**config.mk**
```make
export PLATFORM = sky130hd
export DESIGN_NAME = postfix_digit_evaluator_flat
export DESIGN_NICKNAME = d
export VERILOG_FILES = /design/src/design/pde_pkg.sv /design/src/design/pde_if.sv /design/src/design/pde_alu.sv /design/src/design/postfix_digit_evaluator.sv /design/src/flat_wrapper.sv
export SDC_FILE = /design/constraint.sdc
export NUM_CORES = 1
export LEC_CHECK = 0
export BUFFER_PORTS_ARGS = -buffer_cell sky130_fd_sc_hd__buf_2
export CAP_MARGIN = 20
export CORE_UTILIZATION = 25
export DETAILED_ROUTE_END_ITERATION = 8
export PLACE_DENSITY_LB_ADDON = 0.25
export SLEW_MARGIN = 20
export SYNTH_ARGS = -nofsm -noshare
export SYNTH_HDL_FRONTEND = slang
export SYNTH_HIERARCHICAL = 1
export SYNTH_SLANG_ARGS = --single-unit
```
**constraint.sdc**
```tcl
create_clock -name clk -period 9.1 [get_ports clk]
set_clock_uncertainty 0.05 [all_clocks]
set_input_delay 1.82 -clock clk [delete_from_list [all_inputs] [get_ports clk]]
set_output_delay 1.82 -clock clk [all_outputs]
set_load 0.02 [all_outputs]
```
**src/design/pde_pkg.sv**
```systemverilog
// shared types, constants and decode helpers for the postfix digit evaluator
// no dependencies; imported by the arithmetic unit, the top level and the checker
`timescale 1ns / 1ps

package pde_pkg;

  // stack geometry
  localparam int STACK_DEPTH = 128;
  localparam int ADDR_W      = $clog2(STACK_DEPTH);
  localparam int CNT_W       = $clog2(STACK_DEPTH + 1);
  localparam int CMP_W       = (CNT_W > 8) ? CNT_W : 8;

  // stack limit after reset
  localparam logic [7:0] LIMIT_RESET = 8'd100;

  // character codes
  localparam logic [7:0] CH_END   = 8'd0;
  localparam logic [7:0] CH_ZERO  = 8'd48;
  localparam logic [7:0] CH_NINE  = 8'd57;
  localparam logic [7:0] CH_PLUS  = 8'd43;
  localparam logic [7:0] CH_MINUS = 8'd45;
  localparam logic [7:0] CH_TIMES = 8'd42;
  localparam logic [7:0] CH_SLASH = 8'd47;

  // offsets used by the arithmetic unit
  localparam logic [9:0] OFS_ZERO = 10'd48;
  localparam logic [9:0] OFS_ADD  = 10'd208;

  typedef enum logic [1:0] {
    OP_ADD,
    OP_SUB,
    OP_MUL,
    OP_DIV
  } op_t;

  // main sequencer states
  typedef enum logic [2:0] {
    ST_IDLE,
    ST_POP_A,
    ST_POP_B,
    ST_START,
    ST_CALC,
    ST_REPORT
  } seq_state_t;

  // arithmetic unit states
  typedef enum logic [1:0] {
    AL_IDLE,
    AL_MUL,
    AL_DIV,
    AL_FIN
  } alu_state_t;

  typedef struct packed {
    logic       start;
    op_t        op;
    logic [7:0] left;
    logic [7:0] right;
  } alu_req_t;

  typedef struct packed {
    logic       done;
    logic [7:0] result;
    logic       div_zero;
  } alu_rsp_t;

  function automatic logic is_digit(input logic [7:0] s);
    return (s >= CH_ZERO) && (s <= CH_NINE);
  endfunction

  function automatic logic is_oper(input logic [7:0] s);
    return (s == CH_PLUS) || (s == CH_MINUS) || (s == CH_TIMES) || (s == CH_SLASH);
  endfunction

endpackage

```
**src/design/pde_if.sv**
```systemverilog
// valid/ready channel interfaces for the symbol input and the result output
// depends on nothing but plain logic types
`timescale 1ns / 1ps

interface pde_in_if;
  logic       valid;
  logic       ready;
  logic [7:0] symbol;

  modport source (output valid, output symbol, input ready);
  modport sink   (input valid, input symbol, output ready);
endinterface

interface pde_out_if;
  logic              valid;
  logic              ready;
  logic signed [8:0] result_value;
  logic              underflow_seen;
  logic              overflow_seen;
  logic              divide_by_zero_seen;
  logic [7:0]        entries_left;

  modport source (output valid, output result_value, output underflow_seen,
                  output overflow_seen, output divide_by_zero_seen,
                  output entries_left, input ready);
  modport sink   (input valid, input result_value, input underflow_seen,
                  input overflow_seen, input divide_by_zero_seen,
                  input entries_left, output ready);
endinterface

```
**src/design/pde_alu.sv**
```systemverilog
// iterative arithmetic unit: one shared 10-bit adder does add, subtract,
// shift-add multiply and restoring divide; depends on pde_pkg
`timescale 1ns / 1ps

module pde_alu (
  input  logic              clk,
  input  logic              rst_n,
  input  pde_pkg::alu_req_t req,
  output pde_pkg::alu_rsp_t rsp
);
  import pde_pkg::*;

  alu_state_t state_r, state_nxt;
  op_t        op_r;
  logic [7:0] acc_r;
  logic [7:0] mcand_r;
  logic [7:0] mplier_r;
  logic [8:0] rem_r;
  logic [2:0] cnt_r;
  logic       neg_r;
  logic       divz_r;

  logic signed [8:0] lval, rval;
  logic [8:0]        lneg, rneg;
  logic [7:0]        lmag, rmag;
  logic [8:0]        rem_sh;
  logic [9:0]        add_a, add_b, add_sum;
  logic              add_sub;

  // operand values: byte minus the digit offset, and their magnitudes
  always_comb begin
    lval = $signed({req.left[7], req.left}) - 9'sd48;
    rval = $signed({req.right[7], req.right}) - 9'sd48;
    lneg = 9'd0 - lval;
    rneg = 9'd0 - rval;
    lmag = lval[8] ? lneg[7:0] : lval[7:0];
    rmag = rval[8] ? rneg[7:0] : rval[7:0];
  end

  assign rem_sh = {rem_r[7:0], mplier_r[7]};

  // operand select for the shared adder
  always_comb begin
    add_a   = {2'b00, acc_r};
    add_b   = {2'b00, mcand_r};
    add_sub = 1'b0;
    unique case (state_r)
      AL_IDLE: begin
        add_a   = {2'b00, req.left};
        add_b   = {2'b00, req.right};
        add_sub = (req.op == OP_SUB);
      end
      AL_MUL: begin
        add_a   = {2'b00, acc_r};
        add_b   = {2'b00, mcand_r};
        add_sub = 1'b0;
      end
      AL_DIV: begin
        add_a   = {1'b0, rem_sh};
        add_b   = {2'b00, mcand_r};
        add_sub = 1'b1;
      end
      AL_FIN: begin
        if (op_r == OP_DIV && !divz_r) begin
          add_a   = OFS_ZERO;
          add_b   = {2'b00, mplier_r};
          add_sub = neg_r;
        end else begin
          add_a   = {2'b00, acc_r};
          add_b   = (op_r == OP_ADD) ? OFS_ADD : OFS_ZERO;
          add_sub = 1'b0;
        end
      end
    endcase
  end

  assign add_sum = add_a + (add_sub ? ~add_b : add_b) + {9'd0, add_sub};

  // next state
  always_comb begin
    state_nxt = state_r;
    unique case (state_r)
      AL_IDLE: begin
        if (req.start) begin
          unique case (req.op)
            OP_ADD, OP_SUB: state_nxt = AL_FIN;
            OP_MUL:         state_nxt = AL_MUL;
            OP_DIV:         state_nxt = (rval == 9'sd0) ? AL_FIN : AL_DIV;
          endcase
        end
      end
      AL_MUL:  state_nxt = (cnt_r == 3'd0) ? AL_FIN : AL_MUL;
      AL_DIV:  state_nxt = (cnt_r == 3'd0) ? AL_FIN : AL_DIV;
      AL_FIN:  state_nxt = AL_IDLE;
    endcase
  end

  // outputs
  always_comb begin
    rsp.done     = (state_r == AL_FIN);
    rsp.result   = add_sum[7:0];
    rsp.div_zero = divz_r;
  end

  always_ff @(posedge clk) begin
    if (!rst_n) begin
      state_r <= AL_IDLE;
    end else begin
      state_r <= state_nxt;
    end
  end

  // datapath registers
  always_ff @(posedge clk) begin
    unique case (state_r)
      AL_IDLE: begin
        if (req.start) begin
          op_r   <= req.op;
          cnt_r  <= 3'd7;
          divz_r <= 1'b0;
          neg_r  <= lval[8] ^ rval[8];
          unique case (req.op)
            OP_ADD, OP_SUB: begin
              acc_r <= add_sum[7:0];
            end
            OP_MUL: begin
              acc_r    <= 8'd0;
              mcand_r  <= lval[7:0];
              mplier_r <= rval[7:0];
            end
            OP_DIV: begin
              rem_r    <= 9'd0;
              mplier_r <= lmag;
              mcand_r  <= rmag;
              if (rval == 9'sd0) begin
                divz_r <= 1'b1;
                acc_r  <= 8'hFF;
              end
            end
          endcase
        end
      end
      // shift-add multiply, product kept modulo 256
      AL_MUL: begin
        if (mplier_r[0]) begin
          acc_r <= add_sum[7:0];
        end
        mcand_r  <= {mcand_r[6:0], 1'b0};
        mplier_r <= {1'b0, mplier_r[7:1]};
        cnt_r    <= cnt_r - 3'd1;
      end
      // restoring divide, one quotient bit per cycle
      AL_DIV: begin
        if (!add_sum[9]) begin
          rem_r    <= add_sum[8:0];
          mplier_r <= {mplier_r[6:0], 1'b1};
        end else begin
          rem_r    <= rem_sh;
          mplier_r <= {mplier_r[6:0], 1'b0};
        end
        cnt_r <= cnt_r - 3'd1;
      end
      AL_FIN: begin
      end
    endcase
  end

endmodule

```
**src/design/postfix_digit_evaluator.sv**
```systemverilog
// A digit or ignored symbol is handled in ST_IDLE without leaving it; an operator
// runs ST_POP_A, ST_POP_B, ST_START and ST_CALC, where * and / loop through the
// 8 passes of the shared adder and a / by a zero divisor skips the passes.
// An end symbol runs ST_POP_A and ST_REPORT, which holds while the output is held.
// ready is low while an item is at work, so a new item waits for the last one.
// Reset (rst_n low, synchronous): stack empty, flags clear, limit 100, no result
// pending; stack contents stay undefined and are never read before written.
`timescale 1ns / 1ps

// top level: stack sequencer, stack memory and result register
// depends on pde_pkg, pde_if and pde_alu

module postfix_digit_evaluator (
  input  logic       clk,
  input  logic       rst_n,
  pde_in_if.sink     in_ch,
  pde_out_if.source  out_ch,
  input  logic       cfg_we,
  input  logic [7:0] cfg_wdata
);
  import pde_pkg::*;

  seq_state_t       state_r, state_nxt;
  logic [7:0]       limit_r;
  logic [CNT_W-1:0] count_r;
  logic             under_r, over_r, divz_r;
  op_t              op_r;
  logic             is_end_r;
  logic             empty_a_r, empty_b_r;
  logic [7:0]       opa_r;
  logic [7:0]       rdata_r;
  logic [7:0]       stack_mem [STACK_DEPTH];

  logic              out_valid_r;
  logic signed [8:0] res_value_r;
  logic              res_under_r, res_over_r, res_divz_r;
  logic [7:0]        res_entries_r;

  logic             accept;
  logic             sym_digit, sym_oper, sym_end;
  logic [CMP_W-1:0] eff_limit, lim_ext, depth_ext;
  logic             full, empty;
  logic [CNT_W-1:0] count_dec;
  logic             pop_now, push_req, mem_we, out_load;
  logic [7:0]       push_data;
  logic [7:0]       pop_byte;
  alu_req_t         alu_req;
  alu_rsp_t         alu_rsp;

  function automatic op_t decode_op(input logic [7:0] s);
    op_t o;
    o = OP_DIV;
    priority if (s == CH_PLUS)  o = OP_ADD;
    else if (s == CH_MINUS)     o = OP_SUB;
    else if (s == CH_TIMES)     o = OP_MUL;
    else                        o = OP_DIV;
    return o;
  endfunction

  // symbol decode
  assign accept    = in_ch.valid && in_ch.ready;
  assign sym_digit = is_digit(in_ch.symbol);
  assign sym_oper  = is_oper(in_ch.symbol);
  assign sym_end   = (in_ch.symbol == CH_END);

  // stack limit saturates at the stack depth
  always_comb begin
    lim_ext   = CMP_W'(limit_r);
    depth_ext = CMP_W'(STACK_DEPTH);
    eff_limit = (lim_ext > depth_ext) ? depth_ext : lim_ext;
  end

  assign full      = CMP_W'(count_r) >= eff_limit;
  assign empty     = (count_r == '0);
  assign count_dec = count_r - CNT_W'(1);
  assign pop_byte  = empty_a_r ? 8'd0 : rdata_r;

  // next state
  always_comb begin
    state_nxt = state_r;
    unique case (state_r)
      ST_IDLE: begin
        if (accept && (sym_end || sym_oper)) begin
          state_nxt = ST_POP_A;
        end
      end
      ST_POP_A:  state_nxt = is_end_r ? ST_REPORT : ST_POP_B;
      ST_POP_B:  state_nxt = ST_START;
      ST_START:  state_nxt = ST_CALC;
      ST_CALC:   state_nxt = alu_rsp.done ? ST_IDLE : ST_CALC;
      ST_REPORT: state_nxt = (!out_valid_r || out_ch.ready) ? ST_IDLE : ST_REPORT;
    endcase
  end

  // control outputs of the sequencer
  always_comb begin
    in_ch.ready   = (state_r == ST_IDLE);
    pop_now       = (state_r == ST_POP_A) || (state_r == ST_POP_B);
    push_req      = 1'b0;
    push_data     = in_ch.symbol;
    out_load      = (state_r == ST_REPORT) && (!out_valid_r || out_ch.ready);
    alu_req.start = (state_r == ST_START);
    alu_req.op    = op_r;
    alu_req.left  = empty_b_r ? 8'd0 : rdata_r;
    alu_req.right = opa_r;
    if (state_r == ST_IDLE && accept && sym_digit) begin
      push_req  = 1'b1;
      push_data = in_ch.symbol;
    end else if (state_r == ST_CALC && alu_rsp.done) begin
      push_req  = 1'b1;
      push_data = alu_rsp.result;
    end
  end

  assign mem_we = push_req && !full;

  pde_alu u_alu (
    .clk   (clk),
    .rst_n (rst_n),
    .req   (alu_req),
    .rsp   (alu_rsp)
  );

  // stack memory, registered read
  always_ff @(posedge clk) begin
    if (mem_we) begin
      stack_mem[count_r[ADDR_W-1:0]] <= push_data;
    end
    if (pop_now && !empty) begin
      rdata_r <= stack_mem[count_dec[ADDR_W-1:0]];
    end
  end

  // control state
  always_ff @(posedge clk) begin
    if (!rst_n) begin
      state_r     <= ST_IDLE;
      limit_r     <= LIMIT_RESET;
      count_r     <= '0;
      under_r     <= 1'b0;
      over_r      <= 1'b0;
      divz_r      <= 1'b0;
      out_valid_r <= 1'b0;
    end else begin
      state_r <= state_nxt;
      if (cfg_we) begin
        limit_r <= cfg_wdata;
      end
      // stack count and sticky flags
      if (out_load) begin
        count_r <= '0;
        under_r <= 1'b0;
        over_r  <= 1'b0;
        divz_r  <= 1'b0;
      end else begin
        if (pop_now) begin
          if (empty) begin
            under_r <= 1'b1;
          end else begin
            count_r <= count_dec;
          end
        end else if (push_req) begin
          if (full) begin
            over_r <= 1'b1;
          end else begin
            count_r <= count_r + CNT_W'(1);
          end
        end
        if (state_r == ST_CALC && alu_rsp.done && alu_rsp.div_zero) begin
          divz_r <= 1'b1;
        end
      end
      // result handshake
      if (out_load) begin
        out_valid_r <= 1'b1;
      end else if (out_ch.ready) begin
        out_valid_r <= 1'b0;
      end
    end
  end

  // item payload and popped operands
  always_ff @(posedge clk) begin
    if (accept) begin
      op_r     <= decode_op(in_ch.symbol);
      is_end_r <= sym_end;
    end
    if (state_r == ST_POP_A) begin
      empty_a_r <= empty;
    end
    if (state_r == ST_POP_B) begin
      opa_r     <= pop_byte;
      empty_b_r <= empty;
    end
    if (out_load) begin
      res_value_r   <= $signed({pop_byte[7], pop_byte}) - 9'sd48;
      res_under_r   <= under_r;
      res_over_r    <= over_r;
      res_divz_r    <= divz_r;
      res_entries_r <= 8'(count_r);
    end
  end

  // result channel
  always_comb begin
    out_ch.valid               = out_valid_r;
    out_ch.result_value        = res_value_r;
    out_ch.underflow_seen      = res_under_r;
    out_ch.overflow_seen       = res_over_r;
    out_ch.divide_by_zero_seen = res_divz_r;
    out_ch.entries_left        = res_entries_r;
  end

endmodule

```
**src/flat_wrapper.sv**
```systemverilog
// flat-port wrapper written by rule: the top's interface ports become plain ports
module postfix_digit_evaluator_flat import pde_pkg::*;
  (clk, rst_n, cfg_we, cfg_wdata, in_ch_valid, in_ch_symbol, in_ch_ready, out_ch_valid, out_ch_result_value, out_ch_underflow_seen, out_ch_overflow_seen, out_ch_divide_by_zero_seen, out_ch_entries_left, out_ch_ready);
  pde_in_if in_ch_i ();
  pde_out_if out_ch_i ();
  input  logic clk;
  input  logic rst_n;
  input  logic cfg_we;
  input  logic [7:0] cfg_wdata;
  input wire logic [$bits(in_ch_i.valid)-1:0] in_ch_valid;
  input wire logic [$bits(in_ch_i.symbol)-1:0] in_ch_symbol;
  output wire logic [$bits(in_ch_i.ready)-1:0] in_ch_ready;
  output wire logic [$bits(out_ch_i.valid)-1:0] out_ch_valid;
  output wire logic [$bits(out_ch_i.result_value)-1:0] out_ch_result_value;
  output wire logic [$bits(out_ch_i.underflow_seen)-1:0] out_ch_underflow_seen;
  output wire logic [$bits(out_ch_i.overflow_seen)-1:0] out_ch_overflow_seen;
  output wire logic [$bits(out_ch_i.divide_by_zero_seen)-1:0] out_ch_divide_by_zero_seen;
  output wire logic [$bits(out_ch_i.entries_left)-1:0] out_ch_entries_left;
  input wire logic [$bits(out_ch_i.ready)-1:0] out_ch_ready;
  assign in_ch_i.valid = in_ch_valid;
  assign in_ch_i.symbol = in_ch_symbol;
  assign in_ch_ready = in_ch_i.ready;
  assign out_ch_valid = out_ch_i.valid;
  assign out_ch_result_value = out_ch_i.result_value;
  assign out_ch_underflow_seen = out_ch_i.underflow_seen;
  assign out_ch_overflow_seen = out_ch_i.overflow_seen;
  assign out_ch_divide_by_zero_seen = out_ch_i.divide_by_zero_seen;
  assign out_ch_entries_left = out_ch_i.entries_left;
  assign out_ch_i.ready = out_ch_ready;
  postfix_digit_evaluator u_core (.clk(clk), .rst_n(rst_n), .in_ch(in_ch_i), .out_ch(out_ch_i), .cfg_we(cfg_we), .cfg_wdata(cfg_wdata));
endmodule
```
==> impl_metrics.xml, run 1 <==
<?xml version="1.0" encoding="UTF-8"?>
<metrics>
  <group name="critical_path">
    <metric name="reg2reg_setup_slack" unit="ps">3840</metric>
    <metric name="critPathCaptureType" unit="">flip-flop</metric>
    <metric name="critical_path.reg2reg.startpoint" unit="">u_core/u_alu/state_r[1]</metric>
    <metric name="cp_num_cells" unit="">15</metric>
    <metric name="worstPathBufferInverterCount" unit="">3</metric>
    <metric name="crit-reg2reg-capture" unit="">u_core/stack_mem[13][6]</metric>
    <metric name="crit_path_max_incr_delay" unit="ps">860</metric>
    <metric name="logic_depth_of_the_worst_register_to_register_path" unit="">15</metric>
    <metric name="worst-endpoint-arrival" unit="ps">5610</metric>
    <metric name="worst_path_max_delay_cell" unit="">buf_4</metric>
    <metric name="path_cells" unit="">ha_1 -&gt; nand4b_1 -&gt; o311ai_2 -&gt; buf_4 -&gt; xnor2_1 -&gt; inv_1 -&gt; fa_1 -&gt; nor2b_1 -&gt; o21ai_0 -&gt; a21oi_1 -&gt; o21ai_0 -&gt; nand3_1 -&gt; nor2b_1 -&gt; mux2_4 -&gt; buf_4</metric>
    <metric name="setup.worst_path.class" unit="">flip-flop to flip-flop</metric>
    <metric name="crit_required" unit="ps">9450</metric>
    <metric name="cp-start-kind" unit="">flip-flop</metric>
    <metric name="crit_fanout" unit="">76</metric>
    <metric name="critical_path.top_delay_family" unit="">buffers and inverters</metric>
  </group>
  <group name="power">
    <metric name="power.static_leakage" unit="nW">16.2</metric>
    <metric name="p_clk_share" unit="%">41.7</metric>
    <metric name="power" unit="W">0.0115</metric>
    <metric name="combinationalPowerShare" unit="%">7.9</metric>
    <metric name="share_seq_of_total_power" unit="%">50.4</metric>
    <metric name="power.net_switching" unit="W">0.00272</metric>
    <metric name="vdd_ir_drop_max" unit="mV">0.164</metric>
    <metric name="internal_power" unit="W">0.00879</metric>
    <metric name="swShare" unit="%">23.6</metric>
    <metric name="pwr_density_cell" unit="nW/um^2">216</metric>
  </group>
  <group name="timing">
    <metric name="fmaxAchievable" unit="GHz">0.190</metric>
    <metric name="timing_max_transition_violations_final" unit="">0</metric>
    <metric name="totalNegativeSetupSlack" unit="ps">0</metric>
    <metric name="min_period_over_period" unit="%">57.8</metric>
    <metric name="hold_viol_final" unit="">0</metric>
    <metric name="post-route-min-period" unit="ps">5260</metric>
    <metric name="maxSlewHeadroom" unit="%">34.3</metric>
    <metric name="whs" unit="ps">444</metric>
    <metric name="rsz0062_at_grt" unit="">false</metric>
    <metric name="tightestPinTransition" unit="ps">979</metric>
    <metric name="finalSetupViolCount" unit="">0</metric>
  </group>
  <group name="logic_synthesis">
    <metric name="synth.distinct_cells" unit="">81</metric>
    <metric name="avgSynthCellArea" unit="um^2">18.3</metric>
    <metric name="synth_enable_flop_cells" unit="">1104</metric>
    <metric name="async_reset_ff_share" unit="%">0</metric>
    <metric name="ys_dominant_reg_cell" unit="">edfxtp_1</metric>
    <metric name="synth_top_cells_by_count" unit="">1104 x edfxtp_1, 278 x nor2_1, 272 x mux4_2</metric>
    <metric name="synthMostInstantiatedCell" unit="">edfxtp_1</metric>
    <metric name="ys_seq_elements" unit="">1129</metric>
    <metric name="yosys_warnings" unit="">6</metric>
    <metric name="netlist_instances" unit="">2538</metric>
    <metric name="synth.area.top_cells" unit="">edfxtp_1 71%, mux4_2 13%, nor2_1 2.2%, dfxtp_1 1.1%, mux2i_1 1.1%</metric>
    <metric name="yosys.area.top_type" unit="">edfxtp_1</metric>
    <metric name="synth_seq_area_share" unit="%">72.4</metric>
    <metric name="synth_largest_type_area_fraction" unit="%">71.3</metric>
    <metric name="synthesis.nets" unit="">2590</metric>
    <metric name="post_synth_instance_area" unit="um^2">46500</metric>
  </group>
  <group name="floorplan">
    <metric name="pin_count" unit="">43</metric>
    <metric name="die_y" unit="um">433</metric>
    <metric name="initial_core_utilization" unit="%">25.3</metric>
    <metric name="die_area" unit="um^2">188000</metric>
    <metric name="die_extent_in_x" unit="um">433</metric>
    <metric name="placementRows" unit="">157</metric>
    <metric name="core-area" unit="um^2">184000</metric>
  </group>
  <group name="clock_network">
    <metric name="clk_root_buffer_cell" unit="">clkbuf_16</metric>
    <metric name="cts.sink_count" unit="">1129</metric>
    <metric name="clkLatencyLatePin" unit="ps">750</metric>
    <metric name="clkSlewWorstSetupHoldPaths" unit="ps">60</metric>
    <metric name="cts_post_setup_buffers_inserted" unit="">0</metric>
    <metric name="htree_levels" unit="">3</metric>
    <metric name="tritoncts.num_buffers" unit="">116</metric>
    <metric name="ctsResizeCount" unit="">0</metric>
    <metric name="holdBufCountCts" unit="">0</metric>
    <metric name="cts_buffer_depth" unit="">3</metric>
    <metric name="tritoncts" unit="">done</metric>
  </group>
  <group name="grt">
    <metric name="grt.total_usage" unit="%">13.5</metric>
    <metric name="globalRouteMet2Util" unit="%">21.1</metric>
    <metric name="gr_overflow_total" unit="">0</metric>
    <metric name="grt_max_degree" unit="">137</metric>
    <metric name="groute.layer.met3.usage" unit="%">2.64</metric>
    <metric name="grt_pass1_wl" unit="mm">183</metric>
    <metric name="grt_busiest_layer" unit="">met2</metric>
    <metric name="grt.met1_usage" unit="%">19.3</metric>
    <metric name="grt_antenna_before_repair" unit="">4</metric>
    <metric name="grt_pass1_vias" unit="">24308</metric>
  </group>
  <group name="detailed_routing">
    <metric name="detail_route.wirelength" unit="mm">128</metric>
    <metric name="routedWlPerCell" unit="um">24.7</metric>
    <metric name="route.detailed.drc" unit="">0</metric>
    <metric name="first_iter_violations" unit="">2401</metric>
    <metric name="drt_pre_antenna_iters" unit="">6</metric>
    <metric name="route.antenna.remaining_nets" unit="">0</metric>
    <metric name="detailroute.via_count" unit="">24035</metric>
    <metric name="drt-vias-per-instance" unit="">4.64</metric>
  </group>
  <group name="layout">
    <metric name="final_core_util" unit="%">29.0</metric>
    <metric name="largest_reg_flops" unit="">1024</metric>
    <metric name="layout-drive-gt1-share" unit="%">22.3</metric>
    <metric name="finish.instance_area" unit="um^2">53400</metric>
    <metric name="area_growth_syn_to_layout" unit="%">14.9</metric>
    <metric name="finalNetCount" unit="">2662</metric>
    <metric name="nFillCells" unit="">18201</metric>
  </group>
  <group name="place">
    <metric name="place_area" unit="um^2">49600</metric>
    <metric name="routabilityCongestion" unit="">0.802</metric>
    <metric name="detailed_placer_s_ending_hpwl" unit="mm">78.7</metric>
    <metric name="number_of_input_and_output_port_buffers_inserted" unit="">42</metric>
  </group>
  <group name="run_status">
    <metric name="outcome" unit="">complete, no violations</metric>
  </group>
  <group name="min_path">
    <metric name="hold_path.class" unit="">flip-flop to flip-flop</metric>
    <metric name="hold_start" unit="">u_core/divz_r</metric>
    <metric name="number_of_instances_on_the_worst_hold_path" unit="">0</metric>
    <metric name="min_to" unit="">u_core/out_ch.divide_by_zero_seen</metric>
  </group>
  <group name="job">
    <metric name="max_capacitance_violation_total" unit="">0</metric>
  </group>
</metrics>
## worst reg2reg max path, stage by stage, from the launching register on
cell and delay, ps:
dfxtp_1 370, ha_1 520, nand4b_1 270, o311ai_2 280
buf_4 280, xnor2_1 190, inv_1 100, fa_1 440
nor2b_1 110, o21ai_0 100, a21oi_1 210, o21ai_0 130
nand3_1 120, nor2b_1 180, mux2_4 630, buf_4 880
## cell families after synthesis
| group | count (synthesis) | synth area share (%) |
|---|---|---|
| and+or+nand+nor | 552 | 5.33 |
| adders and majority gates | 31 | 0.851 |
| AOI/OAI and AO/OA | 264 | 3.98 |
| buffers and inverters | 188 | 2.01 |
| DFF | 1129 | 72.4 |
| muxes | 333 | 14.5 |
| xor gates and xnor gates | 41 | 0.902 |
## final cells by class
cell class	instances	area (um^2)	share of cell area (%)
timing repair buffer	102	686	1.28
sequential	1129	33700	63.0
inverter	40	150	0.281
clock inverter	76	801	1.50
antenna	2	5.00	0.00937
multi-input combinational	1221	12000	22.5
clock buffer	142	3010	5.64
tap	2464	3080	5.77
## worst max-delay path by stage
stage | slack (ps) | endpoint | from
final | 3840 | u_core/stack_mem[13][6] | u_core/u_alu/state_r[1]
after global routing | 3440 | u_core/stack_mem[13][6] | u_core/u_alu/state_r[1]
after CTS | 3810 | u_core/stack_mem[24][6] | u_core/u_alu/state_r[1]
after detailed placement | 3830 | u_core/rdata_r[5] | u_core/count_r[0]
after global placement | 3710 | u_core/stack_mem[4][6] | u_core/u_alu/state_r[1]
after floorplan | 4930 | u_core/stack_mem[0][7] | u_core/u_alu/state_r[0]
## layer usage
layer	wire length (um)	part of all wire (%)	vias to the layer above
li1	-	-	10364
met2	59100	46	688
met3	7170	5.6	166
met1	58800	46	12817
met5	0	0	-
met4	2610	2.0	0
## stage by stage
step	instances	setup slack, ps
6_report	5176	3840
2_1_floorplan	2538	4930
5_1_grt	5175	3440
3_5_place_dp	4956	3830
4_1_cts	5174	3810
3_3_place_gp	4956	3710
## cells in the final DEF, fill, tap and decap left out, types with 7 or more instances in the layout
| master | count |
|---|---|
| bufinv_16 | 13 |
| a211oi_1 | 8 |
| dfxtp_1 | 24 |
| clkbuf_16 | 116 |
| nand3_1 | 17 |
| a21oi_1 | 45 |
| nor2_1 | 275 |
| buf_2 | 42 |
| xor2_1 | 21 |
| or3_1 | 8 |
| o22ai_1 | 44 |
| a32oi_1 | 28 |
| a311oi_1 | 9 |
| clkinv_2 | 22 |
| a22oi_1 | 10 |
| nor3_1 | 9 |
| o21ai_0 | 38 |
| mux2_4 | 8 |
| nand2_1 | 131 |
| a21boi_0 | 8 |
| mux4_2 | 272 |
| mux2i_1 | 50 |
| o2111ai_1 | 16 |
| clkbuf_1 | 25 |
| buf_4 | 58 |
| xnor2_1 | 15 |
| edfxtp_1 | 1104 |
| nand4_1 | 9 |
| ha_1 | 29 |
| nor2b_1 | 32 |
| nand2b_1 | 10 |
| a31oi_1 | 13 |
| inv_1 | 38 |
| clkinvlp_4 | 8 |
| clkinv_1 | 25 |
| nor2_2 | 11 |
| nand3b_1 | 7 |
## power by group through the flow
stage,logic (W),clock network [W],registers [W]
after CTS,0.000923,0.00492,0.00580
after global routing,0.000994,0.00510,0.00580
after detailed placement,0.000920,0,0.00591
after floorplan,0.000610,0,0.00589
after global placement,0.000929,0,0.00591
final,0.000914,0.00480,0.00580
Power figures use the tool's default switching activity.
==> inputs of run 2 (changes only) <==
==> constraint.sdc (replaced) <==
create_clock -name clk -period 5.3 [get_ports clk]
set_clock_uncertainty 0.05 [all_clocks]
set_input_delay 1.06 -clock clk [delete_from_list [all_inputs] [get_ports clk]]
set_output_delay 1.06 -clock clk [all_outputs]
set_load 0.02 [all_outputs]
==> run 2 against run 1 <==
Global-route usage shrank 0.46 points. Highest routed layer unchanged. Core utilization is 0.17 points higher. Sequential cell count unchanged. Register-to-register slack worse by 3100 ps. Hold slack got worse by 12 ps. Non-clock buffer count rose by 29. Critical path depth fell by 1. Count of clock-buffer cells in the layout increased by 23. Cell count grew 0.54%.
==> impl_metrics.xml, run 2 (same netlist as run 1, synthesis figures left out) <==
<?xml version="1.0" encoding="UTF-8"?>
<metrics>
  <group name="run_status">
    <metric name="outcome" unit="">complete, no violations</metric>
  </group>
  <group name="grt">
    <metric name="grt_pass1_vias" unit="">24306</metric>
    <metric name="gr_overflow_total" unit="">0</metric>
    <metric name="grt_antenna_before_repair" unit="">1</metric>
    <metric name="grt_max_degree" unit="">129</metric>
    <metric name="grt.total_usage" unit="%">13.1</metric>
    <metric name="grt_pass1_wl" unit="mm">178</metric>
  </group>
  <group name="clock_network">
    <metric name="tritoncts.num_buffers" unit="">118</metric>
    <metric name="clkLatencyLatePin" unit="ps">740</metric>
    <metric name="cts_buffer_depth" unit="">3</metric>
    <metric name="ctsResizeCount" unit="">0</metric>
    <metric name="htree_levels" unit="">3</metric>
    <metric name="cts.sink_count" unit="">1129</metric>
    <metric name="clkSlewWorstSetupHoldPaths" unit="ps">60</metric>
    <metric name="holdBufCountCts" unit="">0</metric>
    <metric name="clk_root_buffer_cell" unit="">clkbuf_16</metric>
    <metric name="tritoncts" unit="">done</metric>
    <metric name="cts_post_setup_buffers_inserted" unit="">0</metric>
  </group>
  <group name="place">
    <metric name="place.detailed.instances" unit="">4985</metric>
    <metric name="routabilityCongestion" unit="">0.840</metric>
    <metric name="number_of_input_and_output_port_buffers_inserted" unit="">42</metric>
    <metric name="detailed_placer_s_ending_hpwl" unit="mm">77.1</metric>
  </group>
  <group name="critical_path">
    <metric name="critPathCaptureType" unit="">flip-flop</metric>
    <metric name="worst-endpoint-arrival" unit="ps">4890</metric>
    <metric name="cp-start-kind" unit="">flip-flop</metric>
    <metric name="worst_path_max_delay_cell" unit="">o311ai_2</metric>
    <metric name="worstPathBufferInverterCount" unit="">2</metric>
    <metric name="path_cells" unit="">ha_1 -&gt; nand4b_1 -&gt; o311ai_2 -&gt; buf_4 -&gt; o2bb2ai_4 -&gt; fa_1 -&gt; nor2b_1 -&gt; o21ai_0 -&gt; a21oi_1 -&gt; o21ai_0 -&gt; nand3_1 -&gt; nor2b_1 -&gt; mux2_4 -&gt; buf_12</metric>
    <metric name="setup.worst_path.class" unit="">flip-flop to flip-flop</metric>
    <metric name="critical_path.top_delay_family" unit="">compound AO/OA/AOI/OAI gates</metric>
    <metric name="crit_required" unit="ps">5680</metric>
    <metric name="crit_fanout" unit="">128</metric>
    <metric name="crit_path_max_incr_delay" unit="ps">670</metric>
  </group>
  <group name="detailed_routing">
    <metric name="drt_pre_antenna_iters" unit="">6</metric>
    <metric name="route.antenna.remaining_nets" unit="">0</metric>
    <metric name="first_iter_violations" unit="">1796</metric>
    <metric name="detailroute.via_count" unit="">23996</metric>
    <metric name="routedWlPerCell" unit="um">23.8</metric>
    <metric name="route.detailed.drc" unit="">0</metric>
    <metric name="drt-vias-per-instance" unit="">4.61</metric>
    <metric name="detail_route.wirelength" unit="mm">124</metric>
  </group>
  <group name="layout">
    <metric name="final_cell_mix" unit="">1104 x edfxtp_1, 275 x nor2_1, 272 x mux4_2</metric>
    <metric name="area_growth_syn_to_layout" unit="%">15.6</metric>
    <metric name="final_core_util" unit="%">29.2</metric>
    <metric name="layout_commonest_cell" unit="">edfxtp_1</metric>
    <metric name="nFillCells" unit="">18233</metric>
    <metric name="largest_reg_flops" unit="">1024</metric>
    <metric name="layout-drive-gt1-share" unit="%">22.5</metric>
    <metric name="finalNetCount" unit="">2693</metric>
    <metric name="layoutNonFillerInstCount" unit="">5204</metric>
  </group>
  <group name="floorplan">
    <metric name="die_extent_in_x" unit="um">433</metric>
    <metric name="die_area" unit="um^2">188000</metric>
    <metric name="die_y" unit="um">433</metric>
    <metric name="pin_count" unit="">43</metric>
    <metric name="core-area" unit="um^2">184000</metric>
    <metric name="placementRows" unit="">157</metric>
    <metric name="initial_core_utilization" unit="%">25.3</metric>
  </group>
  <group name="timing">
    <metric name="timing_max_transition_violations_final" unit="">0</metric>
    <metric name="hold_viol_final" unit="">0</metric>
    <metric name="maxSlewHeadroom" unit="%">27.6</metric>
    <metric name="post-route-min-period" unit="ps">4520</metric>
    <metric name="finalSetupViolCount" unit="">0</metric>
    <metric name="min_period_over_period" unit="%">85.2</metric>
    <metric name="whs" unit="ps">432</metric>
    <metric name="rsz0062_at_grt" unit="">false</metric>
    <metric name="totalNegativeSetupSlack" unit="ps">0</metric>
    <metric name="tightestPinTransition" unit="ps">1090</metric>
    <metric name="fmaxAchievable" unit="GHz">0.221</metric>
  </group>
  <group name="min_path">
    <metric name="hold_path.class" unit="">flip-flop to flip-flop</metric>
  </group>
  <group name="power">
    <metric name="vdd_ir_drop_max" unit="mV">0.290</metric>
    <metric name="power.static_leakage" unit="nW">16.4</metric>
    <metric name="pwr_density_cell" unit="nW/um^2">364</metric>
  </group>
  <group name="job">
    <metric name="max_capacitance_violation_total" unit="">0</metric>
  </group>
</metrics>
run 2: cell count changes in the layout (fill, tap and decap cells not counted), moves of 3 or more:
cell / previous run / this run
buf_12: 2 / 17
buf_4: 58 / 72
bufinv_16: 13 / 10
clkbuf_1: 25 / 45
clkbuf_16: 116 / 120
clkinv_1: 25 / 21
clkinv_2: 22 / 15
clkinvlp_4: 8 / 2
run 2: layout make-up:
type	count	area, um^2	share of cell area (%)
Sequential cell	1129	33700	62.7
Clock buffer	165	3170	5.90
Clock inverter	53	549	1.02
Inverter	40	150	0.280
Multi-Input combinational cell	1221	12000	22.4
Tap cell	2464	3080	5.74
Antenna cell	1	2.50	0.00466
Timing Repair Buffer	131	1090	2.03
run 2: routing by layer:
layer / track usage, % / vias up / wire length, um
li1: - / 10407 / -
met1: 18.4 / 12818 / 56900
met2: 20.7 / 609 / 57900
met3: 1.97 / 162 / 5780
met4: 4.03 / 0 / 3120
met5: 0 / - / 0
run 2: worst paths after layout:
kind                                              start                      end  slack (ps)  depth (start not counted)
worst max-delay path            u_core/u_alu/state_r[1]  u_core/stack_mem[39][6]         780                         14
worst min-delay path                  u_core/lim_ext[2]        u_core/lim_ext[2]         430                          2
worst max register to register  u_core/u_alu/state_r[1]  u_core/stack_mem[39][6]         780                         14
worst min register to register        u_core/lim_ext[2]        u_core/lim_ext[2]         430                          2
run 2: worst register-to-register path, delay by kind of cell, from the launching register on:
| kind | cells | cell delay [ps] |
|---|---|---|
| mux | 1 | 190 |
| flops | 1 | 370 |
| buf+inv | 2 | 680 |
| compound gates | 5 | 1190 |
| simple gates | 4 | 660 |
| fa+ha+maj | 2 | 920 |
run 2: per-stage QoR:
step / setup slack [ps] / total power [W] / area (um^2)
2_1_floorplan: 1130 / 0.0112 / 46500
3_3_place_gp: 820 / 0.0117 / 50000
3_5_place_dp: 851 / 0.0117 / 50000
4_1_cts: 841 / 0.0198 / 53700
5_1_grt: 490 / 0.0202 / 53700
6_report: 785 / 0.0196 / 53700
run 2: report_power, final:
part / internal, W / switching (W) / leakage [nW] / total, W
clock: 0.00464 / 0.00341 / 1.80 / 0.00805
sequential: 0.00990 / 0.0000536 / 10.1 / 0.00996
combinational: 0.000522 / 0.00103 / 4.48 / 0.00155
